--- config.mk ---
export PLATFORM = sky130hd
export DESIGN_NAME = cpa_queue
export DESIGN_NICKNAME = d
export VERILOG_FILES = /design/src/rtl/core/cpa_pkg.sv /design/src/rtl/core/cpa_queue.sv
export VERILOG_INCLUDE_DIRS = /design/src /design/src/rtl/core
export SDC_FILE = /design/constraint.sdc
export NUM_CORES = 1
export LEC_CHECK = 0
export ABC_CLOCK_PERIOD_IN_PS = 12400
export BUFFER_PORTS_ARGS = -buffer_cell sky130_fd_sc_hd__buf_2
export CAP_MARGIN = 20
export CORE_MARGIN = 8
export CORE_UTILIZATION = 57
export DETAILED_ROUTE_END_ITERATION = 10
export GPL_TIMING_DRIVEN = 0
export PLACE_DENSITY = 0.79
export SLEW_MARGIN = 20
export SYNTH_ARGS = -nofsm -noshare
export SYNTH_HDL_FRONTEND = slang
export SYNTH_SLANG_ARGS = --single-unit
--- constraint.sdc ---
create_clock -name clk -period 12.4 [get_ports clk]
set_input_delay 3.1 -clock clk [delete_from_list [all_inputs] [get_ports clk]]
set_output_delay 3.1 -clock clk [all_outputs]
set_load 0.03 [all_outputs]
--- src/rtl/core/assert_macros.svh ---
// Assertion macros shared by the convex polygon area RTL.
// Included by the modules that check their own internal invariants.
`ifndef ASSERT_MACROS_SVH
`define ASSERT_MACROS_SVH

// Same-cycle implication, checked at every rising edge outside reset.
`define CPA_ASSERT_IMP(name, clk, rst, ante, cons) \
  name: assert property (@(posedge clk) disable iff (rst) (ante) |-> (cons)) \
    else $error("convex polygon area: same-cycle check failed");

// Next-cycle implication, checked at every rising edge outside reset.
`define CPA_ASSERT_NXT(name, clk, rst, ante, cons) \
  name: assert property (@(posedge clk) disable iff (rst) (ante) |=> (cons)) \
    else $error("convex polygon area: next-cycle check failed");

`endif

--- src/rtl/core/cpa_pkg.sv ---
// Package for the convex polygon area block: widths, item types and status codes.
// No dependencies; every module of the block imports it.
`default_nettype none

package cpa_pkg;

  localparam int COORD_BITS  = 16;
  localparam int DIFF_W      = COORD_BITS + 1;
  localparam int PROD_W      = 2 * DIFF_W;
  localparam int SUM_W       = 51;
  localparam int AREA_W      = 50;
  localparam int QUEUE_DEPTH = 4;
  localparam int QPTR_W      = $clog2(QUEUE_DEPTH);
  localparam int QCNT_W      = $clog2(QUEUE_DEPTH + 1);

  localparam logic [1:0] STATUS_VALID    = 2'd0;
  localparam logic [1:0] STATUS_REJECTED = 2'd1;
  localparam logic [1:0] STATUS_TOO_MANY = 2'd2;

  typedef logic signed [COORD_BITS-1:0] coord_t;
  typedef logic signed [DIFF_W-1:0]     diff_t;
  typedef logic signed [PROD_W-1:0]     prod_t;

  typedef struct packed {
    coord_t vertex_x;
    coord_t vertex_y;
    logic   last_vertex;
  } cpa_vertex_t;

  typedef struct packed {
    logic [AREA_W-1:0] area_doubled;
    logic [1:0]        status;
  } cpa_result_t;

  // What the back end has to do with one vertex.
  typedef struct packed {
    logic do_term;
    logic do_cross;
    logic set_ref;
    logic wrap;
    logic over;
    logic last;
  } cpa_flags_t;

  // Edge vectors of one triple: d1 = c - b, d2 = a - b.
  typedef struct packed {
    diff_t d1x;
    diff_t d1y;
    diff_t d2x;
    diff_t d2y;
  } cpa_cross_ops_t;

  typedef struct packed {
    cpa_flags_t     flags;
    diff_t          term_a;
    diff_t          term_b;
    diff_t          close_a;
    diff_t          close_b;
    cpa_cross_ops_t cm;
    cpa_cross_ops_t w1;
    cpa_cross_ops_t w2;
  } cpa_op_t;

  function automatic diff_t widen(coord_t v);
    return {v[COORD_BITS-1], v};
  endfunction

endpackage

`default_nettype wire

--- src/rtl/core/cpa_queue.sv ---
// Short FIFO of operand sets between the front end and the back end.
// Uses cpa_pkg and the assertion macros in assert_macros.svh.
`default_nettype none
`include "assert_macros.svh"

module cpa_queue (
  input  logic             clk,
  input  logic             rst,
  input  logic             push,
  input  cpa_pkg::cpa_op_t push_op,
  output logic             full,
  output logic             head_valid,
  output cpa_pkg::cpa_op_t head_op,
  input  logic             pop
);
  import cpa_pkg::*;

  cpa_op_t entries [QUEUE_DEPTH];
  logic [QPTR_W-1:0] wr_ptr, rd_ptr;
  logic [QCNT_W-1:0] fill;

  assign full       = fill == QCNT_W'(QUEUE_DEPTH);
  assign head_valid = fill != '0;
  assign head_op    = entries[rd_ptr];

  always_ff @(posedge clk) begin
    if (rst) begin
      wr_ptr <= '0;
      rd_ptr <= '0;
      fill   <= '0;
    end else begin
      if (push) begin
        wr_ptr <= wr_ptr + QPTR_W'(1);
      end
      if (pop) begin
        rd_ptr <= rd_ptr + QPTR_W'(1);
      end
      if (push && !pop) begin
        fill <= fill + QCNT_W'(1);
      end else if (pop && !push) begin
        fill <= fill - QCNT_W'(1);
      end
    end
  end

  always_ff @(posedge clk) begin
    if (push) begin
      entries[wr_ptr] <= push_op;
    end
  end

  `CPA_ASSERT_IMP(a_no_overrun, clk, rst, push, !full || pop)
  `CPA_ASSERT_IMP(a_empty_ptrs, clk, rst, fill == '0, rd_ptr == wr_ptr)

endmodule

`default_nettype wire

# --- Word-level counts from Yosys, hierarchy flattened ---
# Memory sizes are Yosys's and may differ from the RTL's. A register that Yosys moved wholly into a read port is not among the register bits.
# Index checks and enable logic that the tools add are counted.
classes:
  add_sub_neg: 4
  eq_ne: 1
  mux: 6
  reduce_logical: 6
op_table:
  columns: ["cell", "count"]
  rows:
  - ["3-bit two-way mux", 2]
  - ["2-bit by 1-bit adder with 2-bit output (second input constant)", 2]
  - ["2-bit two-way mux", 2]
  - ["3-bit by 1-bit adder with 3-bit output (second input constant)", 1]
  - ["3-bit equality test (second input constant)", 1]
  - ["3-bit nonzero test", 1]
  - ["3-bit by 1-bit subtractor with 3-bit output (second input constant)", 1]
  - ["1-bit logical AND", 2]
  - ["1-bit zero test", 2]
  - ["1-bit two-way mux", 2]
  - ["2-bit nonzero test", 1]
word_totals:
  reg_bits: 7
  ramBits: 1112
  input_bits: 282
  out_inout_bits: 280
  word_cells: 21
  memories: 1
mem_list:
  columns: ["name", "depth", "word_bits", "rd", "rd_ports_with_merged_regs", "write_ports", "line", "rtl"]
  rows:
  - ["entries", 4, 278, 1, 1, 1, "cpa_queue.sv:18", "cpa_op_t entries [QUEUE_DEPTH];"]

# --- Longest topological paths before layout ---
logic_depth:
  ltp_word: 4
  ltp_mapped: 7
  mapped_depth_nobuf: 7

# --- Worst setup path after synthesis ---
# OpenSTA, ideal clock, no wires.
synth_path:
  kind: "input to register"
  start: "input push"
  end: "memory entries[0][0] (netlist bit) (enable)"
  setup_ns: 0.673
  t_arrival_ns: 9.376
  required_ns: 11.727
  path_slack_ns: 2.351
  stages: 1
  n_path_buf: 0
  path_cell_list: "and2_1"
synth_between:
  elab_chain_cells: 2
synth_rtl:
  columns: ["element", "line", "rtl"]
  rows:
  - ["start: declaration", "cpa_queue.sv:9", "input logic push,"]
  - ["1-bit two-way mux", "cpa_queue.sv:47", "if (push) begin"]
  - ["1-bit two-way mux (not written as such)", "cpa_queue.sv:48", "entries[wr_ptr] <= push_op;"]
  - ["end: declaration", "cpa_queue.sv:18", null]
# No other way between the ends.

==> reports/metrics.csv <==
stage,metric,value,unit
grt,largest net degree at the start of global routing,49,
yosys,Ys Warns,0,
setup_path,"Top cell by count, worst path",buf_2,
setup_path,Worst Path Max Fanout,10,
yosys,Synth Net Count,1784,
setup_path,Worst EP required,9.30,ns
min_path,HP Class,reg -> reg,
detailed_routing,via/cell ratio,5.89,
floorplan,die area,79900,um2
detailed_routing,"antenna viol nets, final",0,
grt,first-pass GRT wire length,135000,um
grt,GRT Residual Overflow,0,
timing,min cycle time layout,6.12,ns
clock_network,clock buffer count from CTS,107,
grt,GR Util met2,40.6,%
power_and_ir_drop,Leakage Power,16.5,nW
timing,fmax,0.163,GHz
detailed_routing,wire length per cell,29.2,um
yosys,synthesized area,40500,um2
timing,setup TNS,0,ns
finish,Layout fillers,4049,
setup_path,Crit Path Class,reg -> out,
placement,placer congestion estimate,0.787,
setup_path,"setup slack, reg-to-reg",10.20,ns
yosys,syn_area_per_cell,27.1,um2
power_and_ir_drop,PD cells,179,nW/um2
timing,skew final,0.0179,ns
yosys,Synth cell types,19,
clock_network,root buf cell,clkbuf_16,
clock_network,"Reg clk slew, reported paths",0.06,ns
finish,Final Util,69.5,%
clock_network,H-tree levels,3,
setup_path,CP Capture Type,output port,
finish,Nets,2478,
finish,Area Growth Syn to Fin,20.4,%
clock_network,cells resized by post-CTS repair,0,
setup_path,max incr delay on CP,0.78,ns
power_and_ir_drop,Max IR drop VDD,0.160,mV
timing,Worst Max-Slew Pin Slew,1.02,ns
clock_network,clock sinks,1121,
grt,met1 Resource Use GR,26.1,%
timing,Slew headroom,32.0,%
timing,Final Hold Vio Count,0,
floorplan,number of core rows,97,
placement,DP HPWL,62200,um
clock_network,"Clk Latency, worst-skew pair",0.64,ns
grt,number of global-route vias before repair,20600,
timing,Final Max Tran Viols,0,
grt,GR met3 Demand/Resource,6.76,%
detailed_routing,final wirelength,95100,um
clock_network,setup bufs post-CTS,0,
detailed_routing,Residual DRC,0,
finish,layout cell share with drive strength beyond 1,47.3,%
floorplan,starting density of the core,57.7,%
setup_path,"slowest stage cell, crit path",clkbuf_1,
grt,gr usage total,23.3,%
yosys,register area share after synthesis,82.8,%
timing,RSZ-0062 raised after global routing,no,
clock_network,Bufs on Longest Clock Path,3,
finish,"commonest cells after routing, fill and taps aside","edfxtp_1, buf_2, mux4_2, clkbuf_16, buf_6",
floorplan,chip height,283,um
yosys,Mapped Cells,1496,
setup_path,crit-path cells,buf_2 > clkbuf_1 > buf_2 > mux4_2 > buf_2,
timing,final setup vio count,0,
clock_network,CTS tree,yes,
floorplan,Core ar.,70300,um2
grt,initial antenna violation count,45,
flow_run,max cap viols,0,
yosys,Synth Register Bits,1121,
floorplan,I/O pin count,562,
detailed_routing,DR vias,19200,
detailed_routing,first drt pass iteration count,7,
placement,IO Port Bufs,560,
setup_path,"Arr. time, crit path",3.02,ns
setup_path,startpoint types,flop,
detailed_routing,first-iteration detailed-routing DRC count,1628,
floorplan,Die Wd,283,um
clock_network,CTS Hold Bufs,0,
timing,fin crit share,49.3,%
run_status,status,finished clean,
grt,Top Usage Layer GRT,met2,
finish,"most common cell after layout, fill and taps aside",edfxtp_1,
worst max-delay path: cells and delay by family (launching register included):
family,cells,cell delay [ns]
buffers and inverters,4,1.63
muxes,1,0.40
DFF,1,0.31
power breakdown:
part           switching [W]  internal [W]
Clock                0.00134       0.00190
Sequential         0.0000453       0.00436
Combinational       0.000707      0.000382
Total                0.00209       0.00664
synth_stat cells:
library cell | instances | area share, %
nand2_1 | 1 | 0.0092
dfxtp_1 | 9 | 0.44
fa_1 | 1 | 0.049
buf_2 | 29 | 0.36
and2_1 | 4 | 0.062
mux4_2 | 278 | 15
a21oi_1 | 1 | 0.012
nor3b_1 | 1 | 0.019
mux2i_1 | 2 | 0.049
or3_1 | 2 | 0.031
xnor2_1 | 2 | 0.043
nor2_1 | 7 | 0.065
xor2_1 | 3 | 0.065
ha_1 | 5 | 0.15
inv_1 | 4 | 0.037
buf_6 | 26 | 0.72
clkbuf_1 | 8 | 0.074
edfxtp_1 | 1112 | 82
o21ai_0 | 1 | 0.012
path summary, 6_finish.rpt:
path | startpoint | end | cells after the start
hold reg to reg | fill[2]$_SDFFE_PP0P_ | fill[2]$_SDFFE_PP0P_ | 2
setup reg to reg | wr_ptr[0]$_SDFFE_PP0P_ | entries[3][82]$_DFFE_PP_ | 4
hold / removal | fill[2]$_SDFFE_PP0P_ | fill[2]$_SDFFE_PP0P_ | 2
setup / recovery | flop | head_op[212] | 5
per-layer routing:
metal,part of all wire (%),up-vias
li1,-,7985
met1,33,10100
met2,53,893
met3,8.5,235
met4,5.3,16
met5,0.12,-
registers in the layout, summed over array words and instances (netlist names), named ones only:
register  count
wr_ptr        2
rd_ptr        2
fill          3
entries    1112
cells by family after synthesis:
logic type	Yosys count	share of synthesized area (%)
muxes	280	15.5
buffers and inverters	67	1.19
adders and majority gates	6	0.204
xor gates and xnor gates	5	0.108
and+or+nand+nor	15	0.185
DFF	1121	82.8
AOI/OAI and AO/OA	2	0.0247
metrics by stage:
| step | setup slack (ns) | total power [W] | instance area [um2] | cells | hold WS (ns) |
|---|---|---|---|---|---|
| 6_report | 6.28 | 0.00873 | 48800 | 3259 | 0.518 |
| 5_1_grt | 6.15 | 0.00899 | 48800 | 3245 | 0.539 |
| 4_1_cts | 6.16 | 0.00880 | 48700 | 3218 | 0.520 |
| 3_5_place_dp | 6.91 | 0.00557 | 45200 | 3021 | 0.510 |
| 3_3_place_gp | -2.52 | 0.00559 | 44500 | 2996 | 0.483 |
| 2_1_floorplan | 2.35 | 0.00521 | 40500 | 1496 | 0.461 |
layout make-up:
| cell class | count | area, um2 | share of cell area [%] |
|---|---|---|---|
| Tap cell | 940 | 1180 | 2.41 |
| Clock inverter | 71 | 731 | 1.50 |
| Clock buffer | 126 | 2790 | 5.72 |
| Buffer | 63 | 468 | 0.959 |
| Sequential cell | 1121 | 33600 | 68.8 |
| Antenna cell | 41 | 103 | 0.210 |
| Inverter | 4 | 15.0 | 0.0308 |
| Multi-Input combinational cell | 308 | 6500 | 13.3 |
| Timing Repair Buffer | 585 | 3450 | 7.07 |
No activity file was read; power rests on OpenSTA's default activity.
