===== config.mk =====
export PLATFORM = sky130hd
export DESIGN_NAME = cpa_front
export DESIGN_NICKNAME = d
export VERILOG_FILES = /design/src/rtl/core/assert_macros.svh /design/src/rtl/core/cpa_pkg.sv /design/src/rtl/core/cpa_front.sv
export SDC_FILE = /design/constraint.sdc
export NUM_CORES = 1
export LEC_CHECK = 0
export BUFFER_PORTS_ARGS = -buffer_cell sky130_fd_sc_hd__clkbuf_2
export CAP_MARGIN = 25
export CORE_ASPECT_RATIO = 0.9
export CORE_UTILIZATION = 44
export DETAILED_ROUTE_END_ITERATION = 10
export GPL_ROUTABILITY_DRIVEN = 0
export PLACE_DENSITY = 0.72
export SYNTH_ARGS = -nofsm -noshare
export SYNTH_HDL_FRONTEND = slang
export SYNTH_SLANG_ARGS = --single-unit

===== constraint.sdc =====
create_clock -name clk -period 15.1 [get_ports clk]
set_input_delay 3.02 -clock clk [delete_from_list [all_inputs] [get_ports clk]]
set_output_delay 3.02 -clock clk [all_outputs]
set_load 0.02 [all_outputs]

===== src/rtl/core/assert_macros.svh =====
// Assertion macros shared by the convex polygon area RTL.
// Included by the modules that check their own internal invariants.
`ifndef ASSERT_MACROS_SVH
`define ASSERT_MACROS_SVH

// Same-cycle implication, checked at every rising edge outside reset.
`define CPA_ASSERT_IMP(name, clk, rst, ante, cons) \
  name: assert property (@(posedge clk) disable iff (rst) (ante) |-> (cons)) \
    else $error("convex polygon area: same-cycle check failed");

// Next-cycle implication, checked at every rising edge outside reset.
`define CPA_ASSERT_NXT(name, clk, rst, ante, cons) \
  name: assert property (@(posedge clk) disable iff (rst) (ante) |=> (cons)) \
    else $error("convex polygon area: next-cycle check failed");

`endif


===== src/rtl/core/cpa_pkg.sv =====
// Package for the convex polygon area block: widths, item types and status codes.
// No dependencies; every module of the block imports it.
`default_nettype none

package cpa_pkg;

  localparam int COORD_BITS  = 16;
  localparam int DIFF_W      = COORD_BITS + 1;
  localparam int PROD_W      = 2 * DIFF_W;
  localparam int SUM_W       = 51;
  localparam int AREA_W      = 50;
  localparam int QUEUE_DEPTH = 4;
  localparam int QPTR_W      = $clog2(QUEUE_DEPTH);
  localparam int QCNT_W      = $clog2(QUEUE_DEPTH + 1);

  localparam logic [1:0] STATUS_VALID    = 2'd0;
  localparam logic [1:0] STATUS_REJECTED = 2'd1;
  localparam logic [1:0] STATUS_TOO_MANY = 2'd2;

  typedef logic signed [COORD_BITS-1:0] coord_t;
  typedef logic signed [DIFF_W-1:0]     diff_t;
  typedef logic signed [PROD_W-1:0]     prod_t;

  typedef struct packed {
    coord_t vertex_x;
    coord_t vertex_y;
    logic   last_vertex;
  } cpa_vertex_t;

  typedef struct packed {
    logic [AREA_W-1:0] area_doubled;
    logic [1:0]        status;
  } cpa_result_t;

  // What the back end has to do with one vertex.
  typedef struct packed {
    logic do_term;
    logic do_cross;
    logic set_ref;
    logic wrap;
    logic over;
    logic last;
  } cpa_flags_t;

  // Edge vectors of one triple: d1 = c - b, d2 = a - b.
  typedef struct packed {
    diff_t d1x;
    diff_t d1y;
    diff_t d2x;
    diff_t d2y;
  } cpa_cross_ops_t;

  typedef struct packed {
    cpa_flags_t     flags;
    diff_t          term_a;
    diff_t          term_b;
    diff_t          close_a;
    diff_t          close_b;
    cpa_cross_ops_t cm;
    cpa_cross_ops_t w1;
    cpa_cross_ops_t w2;
  } cpa_op_t;

  function automatic diff_t widen(coord_t v);
    return {v[COORD_BITS-1], v};
  endfunction

endpackage

`default_nettype wire


===== src/rtl/core/cpa_front.sv =====
// Front end of the convex polygon area block: takes vertices, tracks the vertex
// window and forms the operand differences for the back end. Uses cpa_pkg.
`default_nettype none

module cpa_front #(
  parameter int unsigned MAX_VERTICES = 65535
) (
  input  logic                 clk,
  input  logic                 rst,
  input  logic                 vertex_valid,
  input  cpa_pkg::cpa_vertex_t vertex,
  output logic                 vertex_stall,
  input  logic                 queue_full,
  output logic                 push,
  output cpa_pkg::cpa_op_t     push_op
);
  import cpa_pkg::*;

  localparam int CNT_W = $clog2(MAX_VERTICES + 2);
  localparam logic [CNT_W-1:0] MAX_CNT  = CNT_W'(MAX_VERTICES);
  localparam logic [CNT_W-1:0] OVER_CNT = CNT_W'(MAX_VERTICES + 1);

  logic [CNT_W-1:0] vertex_count;
  coord_t first_x, first_y, second_x, second_y;
  coord_t older_x, older_y, previous_x, previous_y;

  logic   taken;
  logic   idx_zero, idx_one, idx_two, idx_ge2;
  diff_t  x, y, fx, fy;

  assign vertex_stall = queue_full;
  assign push         = vertex_valid && !queue_full;

  always_comb begin
    taken    = vertex_count < MAX_CNT;
    idx_zero = vertex_count == '0;
    idx_one  = vertex_count == CNT_W'(1);
    idx_two  = vertex_count == CNT_W'(2);
    idx_ge2  = vertex_count >= CNT_W'(2);
    x        = widen(vertex.vertex_x);
    y        = widen(vertex.vertex_y);
    // The first vertex closes onto itself when it is also the last one.
    fx       = idx_zero ? x : widen(first_x);
    fy       = idx_zero ? y : widen(first_y);

    push_op.flags.do_term  = taken && !idx_zero;
    push_op.flags.do_cross = taken && idx_ge2;
    push_op.flags.set_ref  = taken && idx_two;
    push_op.flags.wrap     = taken && idx_ge2;
    push_op.flags.over     = !taken;
    push_op.flags.last     = vertex.last_vertex;

    push_op.term_a  = widen(previous_x) + x;
    push_op.term_b  = widen(previous_y) - y;
    push_op.close_a = x + fx;
    push_op.close_b = y - fy;

    // Triple (older, previous, new).
    push_op.cm.d1x = x - widen(previous_x);
    push_op.cm.d1y = y - widen(previous_y);
    push_op.cm.d2x = widen(older_x) - widen(previous_x);
    push_op.cm.d2y = widen(older_y) - widen(previous_y);
    // Wrap triple (previous, new, first).
    push_op.w1.d1x = widen(first_x) - x;
    push_op.w1.d1y = widen(first_y) - y;
    push_op.w1.d2x = widen(previous_x) - x;
    push_op.w1.d2y = widen(previous_y) - y;
    // Wrap triple (new, first, second).
    push_op.w2.d1x = widen(second_x) - widen(first_x);
    push_op.w2.d1y = widen(second_y) - widen(first_y);
    push_op.w2.d2x = x - widen(first_x);
    push_op.w2.d2y = y - widen(first_y);
  end

  always_ff @(posedge clk) begin
    if (rst) begin
      vertex_count <= '0;
    end else if (push) begin
      if (vertex.last_vertex) begin
        vertex_count <= '0;
      end else if (taken) begin
        vertex_count <= vertex_count + CNT_W'(1);
      end else begin
        vertex_count <= OVER_CNT;
      end
    end
  end

  always_ff @(posedge clk) begin
    if (push && taken) begin
      if (idx_zero) begin
        first_x <= vertex.vertex_x;
        first_y <= vertex.vertex_y;
      end
      if (idx_one) begin
        second_x <= vertex.vertex_x;
        second_y <= vertex.vertex_y;
      end
      older_x    <= previous_x;
      older_y    <= previous_y;
      previous_x <= vertex.vertex_x;
      previous_y <= vertex.vertex_y;
    end
  end

endmodule

`default_nettype wire


# ---- Word level (Yosys, flattened, before mapping)
# Cells that the tools add are included.
dict set report totals {
  out_inout_bits 280
  register_bits 145
  in_bits 37
}
dict set report op_classes {
  n_lt_le_gt_ge 2
  n_mux 4
  add_sub_neg 16
  n_reduce_logical 11
  eq_ne 2
}
# op n
set ops {}
lappend ops {{16-bit by 16-bit subtractor with 17-bit output} 12}
lappend ops {{17-bit 2-to-1 mux} 4}
lappend ops {{16-bit by 16-bit adder with 17-bit output} 1}
lappend ops {{16-bit by 17-bit adder with 17-bit output} 1}
lappend ops {{17-bit by 1-bit adder with 17-bit output, second input constant} 1}
lappend ops {{17-bit by 1-bit equality test with 1-bit output, second input constant} 1}
lappend ops {{17-bit by 2-bit equality test with 1-bit output, second input constant} 1}
lappend ops {{17-bit by 2-bit greater-or-equal comparator with 1-bit output, second input constant} 1}
lappend ops {{17-bit zero test} 1}
lappend ops {{17-bit by 16-bit less-than comparator with 1-bit output, second input constant} 1}
lappend ops {{16-bit by 17-bit subtractor with 17-bit output} 1}
lappend ops {{1-bit logical AND} 5}
lappend ops {{2-bit AND reduction} 2}
lappend ops {{1-bit zero test} 3}

# ---- Logic depth before layout (Yosys ltp)
dict set report logic_depth {
  depth_word 4
  depth_mapped 17
}

# ---- Worst setup path before layout
# No wires, ideal clock.
dict set report synth_timing {
  path_type {input -> output}
  startpoint {input port vertex[1] (netlist name)}
  endpoint {output port push_op[252] (netlist name)}
  arrival_ns 5.276
  setup_slack_ns 6.804
  path_buffers 1
  stages 10
  cell_sequence {ha_1 -> fa_1 -> nor2b_1 -> o21ai_1 -> a21boi_1 -> o221ai_1 -> a311oi_1 -> nor3b_1 -> xnor2_1 -> buf_4}
}
# item line_no
set synth_rtl {}
lappend synth_rtl {{start: declaration} cpa_front.sv:11} ;# input cpa_pkg::cpa_vertex_t vertex,
lappend synth_rtl {{end: declaration} cpa_front.sv:15} ;# output cpa_pkg::cpa_op_t push_op

==> results by group <==
Final layout
  – Most common cell after layout, fill and taps aside: clkbuf_2
  – Fraction of layout cells with a size suffix above 1: between 10% and 20%
  – Largest register FFs: 17
  – Most flops, register: vertex_count
  – Area grow syn2layout: 14.4%
  – # nets final: 2569
  – Diode count: 0
  – Most frequent cells in the layout: 316 x clkbuf_2, 244 x ha_1, 206 x inv_1

Worst setup path
  – Critical path arrival: between 5 and 6 ns
  – Worst setup path category: input port to output pin
  – Worst Reg-to-Reg Cells: 7
  – Data required time of the worst path: approximately 12 ns
  – Type of origin of the critical path: input port
  – Critical Path End Type: output pin
  – CP max FO: 11

Clocking
  – Clock Sinks: ~150
  – Post-CTS setup buffers: 0
  – H-tree depth: 4
  – Reg clk slew, reported paths: 0.06 ns
  – Cts hold-fix bufs: 0
  – Num CTS Buffers: 17
  – Root buffer cell: clkbuf_16
  – CTS tree: done
  – Clock latency on the worst-skew pair: ~0.44 ns
  – Clock Path Buffers: 2
  – Cts repair resizes: 0

Logic synthesis
  – Count of cell types in the netlist: 83
  – EDFF count, synth: between 100 and 150
  – Post-synth ARST share: 0%
  – Sequential area share after synthesis: about a quarter
  – Avg Cell Area, Syn: 8.41 um^2
  – Syn_nets: roughly 2.3k
  – Largest cells by area after synthesis: edfxtp_1 23%, ha_1 18%, xnor2_1 6.6%
  – Cell count after synthesis: 2022
  – Yosys reg bits: 145
  – Cell Area, Synth: ~17000 um^2
  – Yosys top cell by area: edfxtp_1
  – Synth warn: 0
  – Main flop type after synthesis: edfxtp_1
  – Yosys top cell area share: ~23%

STA
  – Max Clk Rate: 112 MHz
  – Setup Skew: ~0.012 ns
  – Actual slew at the worst max-slew pin: roughly 0.95 ns
  – Tcrit/Tclk final: 59.2%
  – Max-slew violations: 0
  – Final hold violation count: 0
  – Setup_tns: 0 ns
  – Rel. slew slack: 36.9%
  – Min Hold Slack: ~0.48 ns
  – RSZ-0062 raised after global routing: no
  – Final Critical Period: slightly below 9 ns
  – Endpoints failing setup: 0

Route
  – DRC Markers: 0
  – Vias per inst: about 5.7
  – Drt pass-1 iters: 6
  – Initial DRC count: ~1.1k
  – Post-Route WL: a little over 50 mm
  – DRT antenna net count: 0
  – Wire length per cell: 18.3 um
  – Vias: roughly 16k

Die
  – Die height: 188 um
  – Std-Cell Core Area: 37600 um^2
  – Total die area: 39400 um^2
  – Starting density of the core: between 40% and 50%
  – Die Wd: about 210 um
  – FP Rows: between 60 and 70
  – # IOs: between 300 and 400

Global route
  – Largest net degree at the start of global routing: 66
  – GRT Util Overall: roughly a quarter
  – First-pass GRT wire length: 78.5 mm
  – Initial antenna violation count: 0
  – Vias in the first global route: roughly 15k
  – Gr ovfl total: 0

Flow run
  – Max cap viols: 0

Power and ir drop
  – P per Cell Area: between 90 and 100 nW/um^2
  – Worst VDD drop: between 0.00007 and 0.00008 V
  – Lkg Pwr: 9.10 nW

Worst hold path
  – Hold Path Class: register to register
  – Hold depth: 0

Run status
  – Outcome: complete, no violations

Place
  – Hpwl dp: slightly above 40 mm
  – Number of buffers added on ports: roughly 320
## power by group
part	total [mW]	switching, mW	internal [mW]
logic	0.815	0.539	0.276
clock network	0.480	0.173	0.307
registers	0.460	0.00893	0.451
total	1.75	0.721	1.03
## critical path, cell delays in order
cell and delay [ns]:
clkbuf_2 0.25, inv_1 0.27, ha_1 0.36, nor2b_1 0.13
o21a_1 0.17, o21ai_0 0.28, a21oi_1 0.20, a2111oi_0 0.56
o41ai_1 0.16, xor2_1 0.28, clkbuf_2 0.23
## synth_stat cells, drive strengths merged (18+ instances only)
cell type	n
o31ai	18
nand2b	22
a21oi	148
inv	209
ha	244
clkbuf	35
o21a	39
o211ai	20
o21ai	137
nand2	118
a21o	56
o21bai	22
nand3	28
mux2i	21
a211oi	36
buf	56
edfxtp	128
nor2b	53
xor2	36
xnor2	129
nor2	177
nor3	57
nand4	20
## per-stage QoR
step	area, um^2	utilization, %	worst slack [ns]	power [mW]	cells
2_1_floorplan	17000	-	6.80	1.03	2022
3_5_place_dp	18800	49.9	6.27	1.28	2737
5_1_grt	19400	51.6	5.96	1.84	2768
3_3_place_gp	18700	49.8	6.31	1.26	2735
6_report	19400	51.6	6.16	1.75	2768
4_1_cts	19400	51.6	6.26	1.76	2768
## layout make-up
class / instances / area, um^2
clock buffer: 19 / 433
sequential: 145 / 4180
timing repair buffer: 323 / 1660
tap: 483 / 604
multi-input combinational: 1577 / 11600
inverter: 209 / 785
fill: 3495 / 18200
clock inverter: 12 / 214
## metal layers
metal  share of wire [%]  up-vias  GRT usage (%)
li1                    -     7699              -
met1                  42     7407           30.4
met2                  49      601           44.5
met3                 6.8       92           4.85
met4                 2.8        0           7.81
met5                   0        -              0
## final timing paths
kind | from | endpoint | slack [ns]
hold / removal | previous_y[3] | older_y[3] | 0.48
setup / recovery | vertex[18] | push_op[134] | 6.16
setup reg to reg | vertex_count[1] | first_y[0] | 11.98
hold reg to reg | previous_y[3] | older_y[3] | 0.48
## cells by family (layout without fill, tap and decap cells)
| logic type | after synthesis | after routing | share of synthesized area, % |
|---|---|---|---|
| AO/OA/AOI/OAI | 586 | 586 | 22.7 |
| buffers and inverters | 300 | 563 | 7.50 |
| flip-flops | 145 | 145 | 24.6 |
| multiplexers | 21 | 21 | 1.24 |
| AND/OR/NAND/NOR | 546 | 546 | 15.7 |
| XOR/XNOR | 165 | 165 | 8.50 |
| adder cells (fa/ha/maj) | 259 | 259 | 19.7 |
(Power assumes the default switching activity.)
